<file path="src/design/cbe_pkg.sv">
// cbe_pkg: shared widths, constants, register codes and pipeline types
// for the cubic Bezier point evaluator. No dependencies.
`timescale 1ns / 1ps

package cbe_pkg;

  localparam int COORD_W        = 12;  // control/result coordinate width
  localparam int T_W            = 17;  // curve parameter width, Q0.16 plus the 1.0 bit
  localparam int FRAC_W         = 16;  // fraction bits of t
  localparam int MUL_CHUNK_W    = 32;  // slice width of the wide multiplies
  localparam int NUM_CTRL       = 4;   // control points held in registers
  localparam int NUM_POINTS_DEF = 4;   // cubic curve
  localparam int CFG_IDX_W      = 4;
  localparam int NUM_REGS       = 2 * NUM_CTRL;

  localparam logic [T_W-1:0] T_ONE = T_W'(1 << FRAC_W);

  // reset coordinates, [point][0 = x, 1 = y]
  localparam logic [COORD_W-1:0] CTRL_RST [NUM_CTRL][2] = '{
    '{12'd200, 12'd200},
    '{12'd400, 12'd400},
    '{12'd600, 12'd450},
    '{12'd800, 12'd200}
  };

  typedef enum logic [CFG_IDX_W-1:0] {
    REG_CTRL0_X = 4'd0,
    REG_CTRL0_Y = 4'd1,
    REG_CTRL1_X = 4'd2,
    REG_CTRL1_Y = 4'd3,
    REG_CTRL2_X = 4'd4,
    REG_CTRL2_Y = 4'd5,
    REG_CTRL3_X = 4'd6,
    REG_CTRL3_Y = 4'd7
  } cfg_reg_t;

  // forward control traveling with each beat between pipeline levels
  typedef struct packed {
    logic           valid;
    logic [T_W-1:0] t;
  } pipe_fwd_t;

endpackage

</file>
<file path="src/design/cbe_lerp_level.sv">
// cbe_lerp_level: one de Casteljau level, three register stages
// (difference, sliced multiply by t, shift-add). Depends on cbe_pkg.
`timescale 1ns / 1ps

module cbe_lerp_level
  import cbe_pkg::*;
#(
  parameter int NP   = NUM_POINTS_DEF,
  parameter int LVL  = 1,
  parameter int WMAX = COORD_W + FRAC_W * (NUM_POINTS_DEF - 1)
) (
  input  logic            clk,
  input  logic            rst_n,
  input  pipe_fwd_t       in_fwd,
  output logic            in_ready,
  input  logic [WMAX-1:0] in_pts  [2][NP],
  output pipe_fwd_t       out_fwd,
  input  logic            out_ready,
  output logic [WMAX-1:0] out_pts [2][NP]
);

  localparam int WI   = COORD_W + FRAC_W * (LVL - 1);  // exact input width
  localparam int WO   = WI + FRAC_W;                   // exact output width
  localparam int DW   = WI + 1;                        // signed difference
  localparam int CH   = MUL_CHUNK_W;
  localparam int NCH  = (DW + CH - 1) / CH;
  localparam int DXW  = NCH * CH;
  localparam int PW   = CH + T_W + 2;
  localparam int LW   = WO + PW + DXW;
  localparam int NOUT = NP - LVL;

  // u*a + t*b == (a << 16) + t*(b - a), since t + u == 1.0
  logic                  va_r, vb_r, vc_r;
  logic                  en_a, en_b, en_c;
  logic [T_W-1:0]        ta_r, tb_r, tc_r;
  logic [WI-1:0]         a_r   [2][NOUT];
  logic signed [DW-1:0]  d_r   [2][NOUT];
  logic signed [DW-1:0]  d_nxt [2][NOUT];
  logic [WI-1:0]         ab_r  [2][NOUT];
  logic signed [PW-1:0]  p_r   [2][NOUT][NCH];
  logic signed [PW-1:0]  p_nxt [2][NOUT][NCH];
  logic [WO-1:0]         s_r   [2][NOUT];
  logic [WO-1:0]         s_nxt [2][NOUT];

  assign en_c     = !vc_r || out_ready;
  assign en_b     = !vb_r || en_c;
  assign en_a     = !va_r || en_b;
  assign in_ready = en_a;

  always_comb begin
    for (int ax = 0; ax < 2; ax++) begin
      for (int i = 0; i < NOUT; i++) begin
        d_nxt[ax][i] = $signed({1'b0, in_pts[ax][i+1][WI-1:0]})
                     - $signed({1'b0, in_pts[ax][i][WI-1:0]});
      end
    end
  end

  // low slices are unsigned, the top slice carries the sign
  always_comb begin
    logic signed [DXW-1:0] dx;
    logic signed [CH:0]    mc;
    logic signed [T_W:0]   tc;
    tc = $signed({1'b0, ta_r});
    dx = '0;
    mc = '0;
    for (int ax = 0; ax < 2; ax++) begin
      for (int i = 0; i < NOUT; i++) begin
        dx = {{(DXW-DW){d_r[ax][i][DW-1]}}, d_r[ax][i]};
        for (int j = 0; j < NCH; j++) begin
          if (j == NCH - 1) begin
            mc = $signed({dx[DXW-1], dx[j*CH +: CH]});
          end else begin
            mc = $signed({1'b0, dx[j*CH +: CH]});
          end
          p_nxt[ax][i][j] = mc * tc;
        end
      end
    end
  end

  // result is known to fit WO bits unsigned, so modular arithmetic is exact
  always_comb begin
    logic signed [LW-1:0] acc;
    acc = '0;
    for (int ax = 0; ax < 2; ax++) begin
      for (int i = 0; i < NOUT; i++) begin
        acc = $signed({{(LW-WO){1'b0}}, ab_r[ax][i], {FRAC_W{1'b0}}});
        for (int j = 0; j < NCH; j++) begin
          acc = acc + ($signed({{(LW-PW){p_r[ax][i][j][PW-1]}}, p_r[ax][i][j]})
                       <<< (CH * j));
        end
        s_nxt[ax][i] = acc[WO-1:0];
      end
    end
  end

  always_ff @(posedge clk) begin
    if (!rst_n) begin
      va_r <= 1'b0;
      vb_r <= 1'b0;
      vc_r <= 1'b0;
    end else begin
      if (en_a) va_r <= in_fwd.valid;
      if (en_b) vb_r <= va_r;
      if (en_c) vc_r <= vb_r;
    end
  end

  always_ff @(posedge clk) begin
    if (en_a && in_fwd.valid) begin
      ta_r <= in_fwd.t;
      for (int ax = 0; ax < 2; ax++) begin
        for (int i = 0; i < NOUT; i++) begin
          a_r[ax][i] <= in_pts[ax][i][WI-1:0];
          d_r[ax][i] <= d_nxt[ax][i];
        end
      end
    end
    if (en_b && va_r) begin
      tb_r <= ta_r;
      ab_r <= a_r;
      p_r  <= p_nxt;
    end
    if (en_c && vb_r) begin
      tc_r <= tb_r;
      s_r  <= s_nxt;
    end
  end

  assign out_fwd = '{valid: vc_r, t: tc_r};

  for (genvar ax = 0; ax < 2; ax++) begin : g_ax
    for (genvar i = 0; i < NP; i++) begin : g_pt
      if (i < NOUT) begin : g_live
        assign out_pts[ax][i] = WMAX'(s_r[ax][i]);
      end else begin : g_idle
        assign out_pts[ax][i] = '0;
      end
    end
  end

endmodule

</file>
<file path="config.mk">
export PLATFORM = sky130hd
export DESIGN_NAME = cbe_lerp_level
export DESIGN_NICKNAME = d
export VERILOG_FILES = /design/src/design/cbe_pkg.sv /design/src/design/cbe_lerp_level.sv
export SDC_FILE = /design/constraint.sdc
export NUM_CORES = 2
export LEC_CHECK = 0
export BUFFER_PORTS_ARGS = -buffer_cell sky130_fd_sc_hd__buf_2
export CAP_MARGIN = 20
export CORE_AREA = 2 2 416 418
export DETAILED_ROUTE_END_ITERATION = 8
export DIE_AREA = 0 0 418 420
export SETUP_SLACK_MARGIN = 0.02
export SLEW_MARGIN = 20
export SYNTH_ARGS = -nofsm -noshare
export SYNTH_HDL_FRONTEND = slang
export SYNTH_SLANG_ARGS = --single-unit
</file>
<file path="constraint.sdc">
create_clock -name clk -period 35.2 [get_ports clk]
set_clock_uncertainty 0.1 [all_clocks]
set_input_delay 7.04 -clock clk [delete_from_list [all_inputs] [get_ports clk]]
set_output_delay 7.04 -clock clk [all_outputs]
set_load 0.01 [all_outputs]
</file>
## Word level (Yosys, flattened, before mapping)

Memories as Yosys holds them, arrays and structs flattened.
Cells that the tools add are included.

| word-level totals | value |
|---|---|
| input port bits | 501 |
| flip-flop bits (word level) | 534 |
| word-level logic and storage cells | 60 |
| memories kept | 1 |
| output and inout port bits | 499 |
| bits in writable memories | 78 |

Memory list:

| memory | depth | width | read ports | clocked after memory_dff | wr ports | RTL line | RTL |
|---|---|---|---|---|---|---|---|
| d_r | 2 | 39 | 2 | 0 | 2 | cbe_lerp_level.sv:37 | `logic signed [DW-1:0] d_r [2][NOUT];` |

| cells by class | value |
|---|---|
| add/subtract/negate cells | 12 |
| mux-type cells | 2 |
| multipliers | 6 |
| reduce and logical (&&, ||, !) cells | 9 |

Operators with widths:

| operator | number |
|---|---|
| adder 28 bit | 6 |
| multiplier 13 x 18 -> 28 bit | 6 |
| subtractor 12 x 12 -> 13 bit | 6 |
| logical AND 1 bit | 3 |
| logical NOT 1 bit | 3 |
| logical OR 1 bit | 3 |
| two-way mux 1 bit | 2 |

## Longest topological paths before layout

| logic depth | value |
|---|---|
| word-level depth | 7 |
| mapped depth | 24 |
| gate-level depth less buffers | 23 |

## Worst setup path before layout

Ideal clock, no wire load.

| timing | value |
|---|---|
| path kind | input to register |
| start point | input port out_ready |
| end point | register ab_r[0] (netlist bit), enable pin |
| path buffers | 0 |
| setup time | 1.268 ns |
| required time | 33.832 ns |
| cell stages on the path | 2 |
| path slack | 8.210 ns |
| arrival | 25.622 ns |
| path through | nor2b_1 -> a21boi_0 |

| on the way | value |
|---|---|
| cells in the longest elaborated chain, start to end | 3 |

Ends and longest elaborated chain:

| item | RTL line | RTL |
|---|---|---|
| start, declared | cbe_lerp_level.sv:18 | `input logic out_ready,` |
| logical OR 1 bit | cbe_lerp_level.sv:45 | `assign en_c = !vc_r \|\| out_ready;` |
| logical OR 1 bit | cbe_lerp_level.sv:46 | `assign en_b = !vb_r \|\| en_c;` |
| logical AND 1 bit | cbe_lerp_level.sv:120 | `if (en_b && va_r) begin` |
| end signal, assigned | cbe_lerp_level.sv:122 | `ab_r <= a_r;` |
| end, declared | cbe_lerp_level.sv:39 | `logic [WI-1:0] ab_r [2][NOUT];` |

No other way between the ends.
A chain may end at the register's enable or synchronous reset.

## Final worst setup path

| timing | value |
|---|---|
| start point | input port out_ready |
| end point | output port in_ready |

| on the way | value |
|---|---|
| cells in the longest elaborated chain, start to end | 3 |

Ends and longest elaborated chain:

| item | RTL line | RTL |
|---|---|---|
| logical OR 1 bit | cbe_lerp_level.sv:45 |  |
| logical OR 1 bit | cbe_lerp_level.sv:46 |  |
| logical OR 1 bit | cbe_lerp_level.sv:47 | `assign en_a = !va_r \|\| en_b;` |
| end, declared | cbe_lerp_level.sv:15 | `output logic in_ready,` |

No other way between the ends.

==> flow_summary.rst <==
.. list-table::
   :header-rows: 1

   * - Metric
     - Value
   * - Synth Instances
     - 6439
   * - Rel. slew slack
     - 0.295
   * - Post-CTS setup buffer count
     - 0
   * - Maximum buffer depth of the clock tree
     - 3
   * - Clock buffers created by TritonCTS
     - 75
   * - Mux contribution to synthesized area
     - 0.000881
   * - Residual DRC
     - 0
   * - Worst-Margin Slew
     - 1.06 ns
   * - Count of TritonRoute iterations in the first routing pass
     - 5
   * - Post-layout minimum cycle time
     - 15.21 ns
   * - Category of the worst setup path launch point
     - input pin
   * - Synth cell types
     - 70
   * - CTS tree
     - done
   * - Synth-to-layout area growth
     - 7.66%
   * - Setup crit end kind
     - output pin
   * - Top cell type's share of synthesized area
     - 0.294
   * - Cell taking the most area after synthesis
     - fa_1
   * - Origin of the worst min-delay path
     - a_r[8]
   * - Fillers
     - 16200
   * - Adder and majority cell fraction of the synthesized area
     - 0.415
   * - Fraction of registers with async set or reset after synthesis
     - 0
   * - Tcrit/Tclk final
     - 0.432
   * - Kind of path behind the tightest hold check
     - reg2reg
   * - Synthesized-area fraction occupied by and/or/nand/nor cells
     - 0.129
   * - Count of standard-cell rows
     - 152
   * - Initial core utilization
     - 0.399
   * - Clock root cell
     - clkbuf_16
   * - Origin of the critical flop-to-flop path
     - ta_r[5]
   * - Detailed-route wire length
     - 158000 um
   * - Area of the mapped netlist
     - 68200 um^2
   * - Clock Sinks
     - 612
   * - HPWL reported at the end of detailed placement
     - 119000 um
   * - CTS H-tree depth
     - 3
   * - Total setup violations reported at the end of the flow
     - 0
   * - Fraction of layout instances using a drive strength above 1
     - 0.0724
   * - Overflow left after global routing
     - 0
   * - Routed len/inst
     - 17.7 um
   * - Fraction of the mapped netlist area in compound gates
     - 0.0455
   * - Sequential cell area fraction in the yosys report
     - 0.269
   * - Antenna violations before repair
     - 18
   * - Warnings from Yosys
     - 0
   * - Post-synth EDFFs
     - 609
   * - Critical path fanouts, max
     - 6
   * - Critical path data arrival time
     - 8.07 ns
   * - Gpl congestion
     - 0.833
   * - Pin count of the biggest net entering global routing
     - 140
   * - Critical Setup Path Class
     - in2out
   * - Count of port buffers added during placement
     - 303
   * - Leading post-synthesis cells by cell area
     - fa_1, edfxtp_1, ha_1, inv_1, and2_1
   * - Max-Cap Viols
     - 0
   * - Fin. max-slew vios
     - 0
   * - I/O pin cnt
     - 1000
   * - Post-Synthesis Mean Instance Area
     - 10.6 um^2
   * - Outcome
     - completed
   * - Post-Synth XOR/XNOR Area
     - 0.0307
   * - First-pass GRT wire length
     - 253000 um
   * - Number of vias in the routed layout
     - 43700
   * - Total of flip-flops plus latches after synthesis
     - 612
   * - Die outline width
     - 418 um
   * - Final count of hold timing violations
     - 0
   * - Nets
     - 8804
   * - Dominant combinational cell family by area after synthesis
     - adder cells
   * - Setup repair after global routing missed its margin
     - no
   * - Post-route ant nets
     - 0
   * - Clock latency at the later pin of the worst-skew pair
     - 0.72 ns
   * - Clock Pin Slew Worst Setup and Hold Paths
     - 0.06 ns
   * - CTS-repair resized insts
     - 0
   * - Area of the core
     - 171000 um^2
   * - Post-synth top flop
     - edfxtp_1
   * - Launch point of the critical path
     - out_ready
   * - Vias per std cell
     - 4.89
   * - Total GRT Usage
     - 0.185
   * - Die Footprint
     - 176000 um^2
   * - DRC violation total after the first TritonRoute iteration
     - 2612
   * - Vias in the first global route
     - 45800
   * - Peak Freq
     - 65.8 MHz
   * - Accumulated negative setup slack
     - 0 ns
   * - Chip height
     - 420 um
   * - Number of buffers inserted for hold repair after clock tree synthesis
     - 0
   * - Critical path data required time
     - 28.06 ns
-- cell usage in the layout (no fill, tap or decap), types with 10 or more instances in the layout --
master and count:
inv_1 1136, fa_1 1002, nand2_1 751, ha_1 660, edfxtp_1 609, and2_1 576, conb_1 312, buf_2 303
xnor2_1 192, nor2_1 169, a21oi_1 118, nor2b_1 102, clkbuf_16 75, nand2b_1 62, o21ai_0 61, a21o_1 58
xor2_1 47, buf_4 42, nor3_1 39, nand3_1 35, o21ai_1 35, a21boi_0 26, and3_1 22, o21a_1 18
o21bai_1 18, a21boi_1 16, a211oi_1 14, clkbuf_1 14, a31oi_1 12, clkinv_2 11, clkinv_1 10
-- registers in the layout, indices dropped and copies added (netlist names), 17 cells and up --
name     flops
out_pts    168
p_r        168
d_r         78
a_r         72
ab_r        72
ta_r        17
tb_r        17
tc_r        17
-- path summary, 6_finish.rpt --
check | cells past startpoint | slack [ns] | end
hold / removal | 0 | 0.29 | ab_r[8]
hold reg to reg | 0 | 0.29 | ab_r[8]
setup / recovery | 4 | 19.99 | in_ready
setup reg to reg | 19 | 27.24 | p_r[231]
-- worst max-delay path, stage by stage --
cell     delay [ns]
buf_2          0.10
nor2b_1        0.58
nand3_1        0.17
buf_2          0.18
-- Yosys cell counts, drive strengths merged, types with 3 or more instances --
cell,instances
o41a,6
dfxtp,3
o31ai,5
nor3,39
and4,3
a221oi,10
a21oi,119
a221o,4
buf,317
nand3,35
inv,1136
or3,4
or2,9
a211o,6
o41ai,3
nor2,169
nor2b,103
o21bai,19
and3,22
fa,1002
nor4,3
o21ai,98
a31o,3
a21boi,43
a211oi,15
o21a,18
xor2,47
nand2,751
edfxtp,609
nand2b,62
nand4,6
and2,576
a41o,4
a31oi,14
a311oi,3
mux2i,6
clkbuf,216
ha,660
a22oi,3
o211ai,8
o2111ai,9
a21o,58
xnor2,192
-- per-stage QoR --
stage / instance area (um^2) / util / hold WS (ns) / setup slack (ns) / cells
2_1_floorplan: 69300 / - / 0.300 / 8.21 / 6750
3_3_place_gp: 70900 / 0.414 / 0.300 / 20.01 / 8797
3_5_place_dp: 70900 / 0.414 / 0.305 / 19.97 / 8797
4_1_cts: 73400 / 0.429 / 0.288 / 19.98 / 8934
5_1_grt: 73400 / 0.429 / 0.303 / 19.92 / 8935
6_report: 73400 / 0.429 / 0.293 / 19.99 / 8935
-- final cells by class --
cell class / instances / area, um^2 / share of cell area
clock inverter: 48 / 611 / 0.00832
timing repair buffer: 347 / 1860 / 0.0254
sequential: 612 / 18300 / 0.250
multi-input combinational: 4469 / 43600 / 0.594
tap: 2233 / 2790 / 0.0381
clock buffer: 89 / 1930 / 0.0263
antenna: 1 / 2.50 / 0.0000341
inverter: 1136 / 4260 / 0.0581
-- metal layers --
layer | part of all wire | up-vias | global-route usage
li1 | - | 19900 | -
met5 | 0.00033 | - | 0
met1 | 0.45 | 22300 | 0.257
met2 | 0.46 | 1221 | 0.300
met3 | 0.056 | 200 | 0.0270
met4 | 0.027 | 8 | 0.0553
-- logic make-up after synthesis --
kind of cell,count (synthesis)
flops,612
compound gates,462
fa+ha+maj,1662
simple gates,1788
xor+xnor,239
other cells,1
mux,6
buf+inv,1669
Power is left out: the tool's default activity adds up to more than one toggle a clock period on the data nets, which glitch-free logic cannot reach.
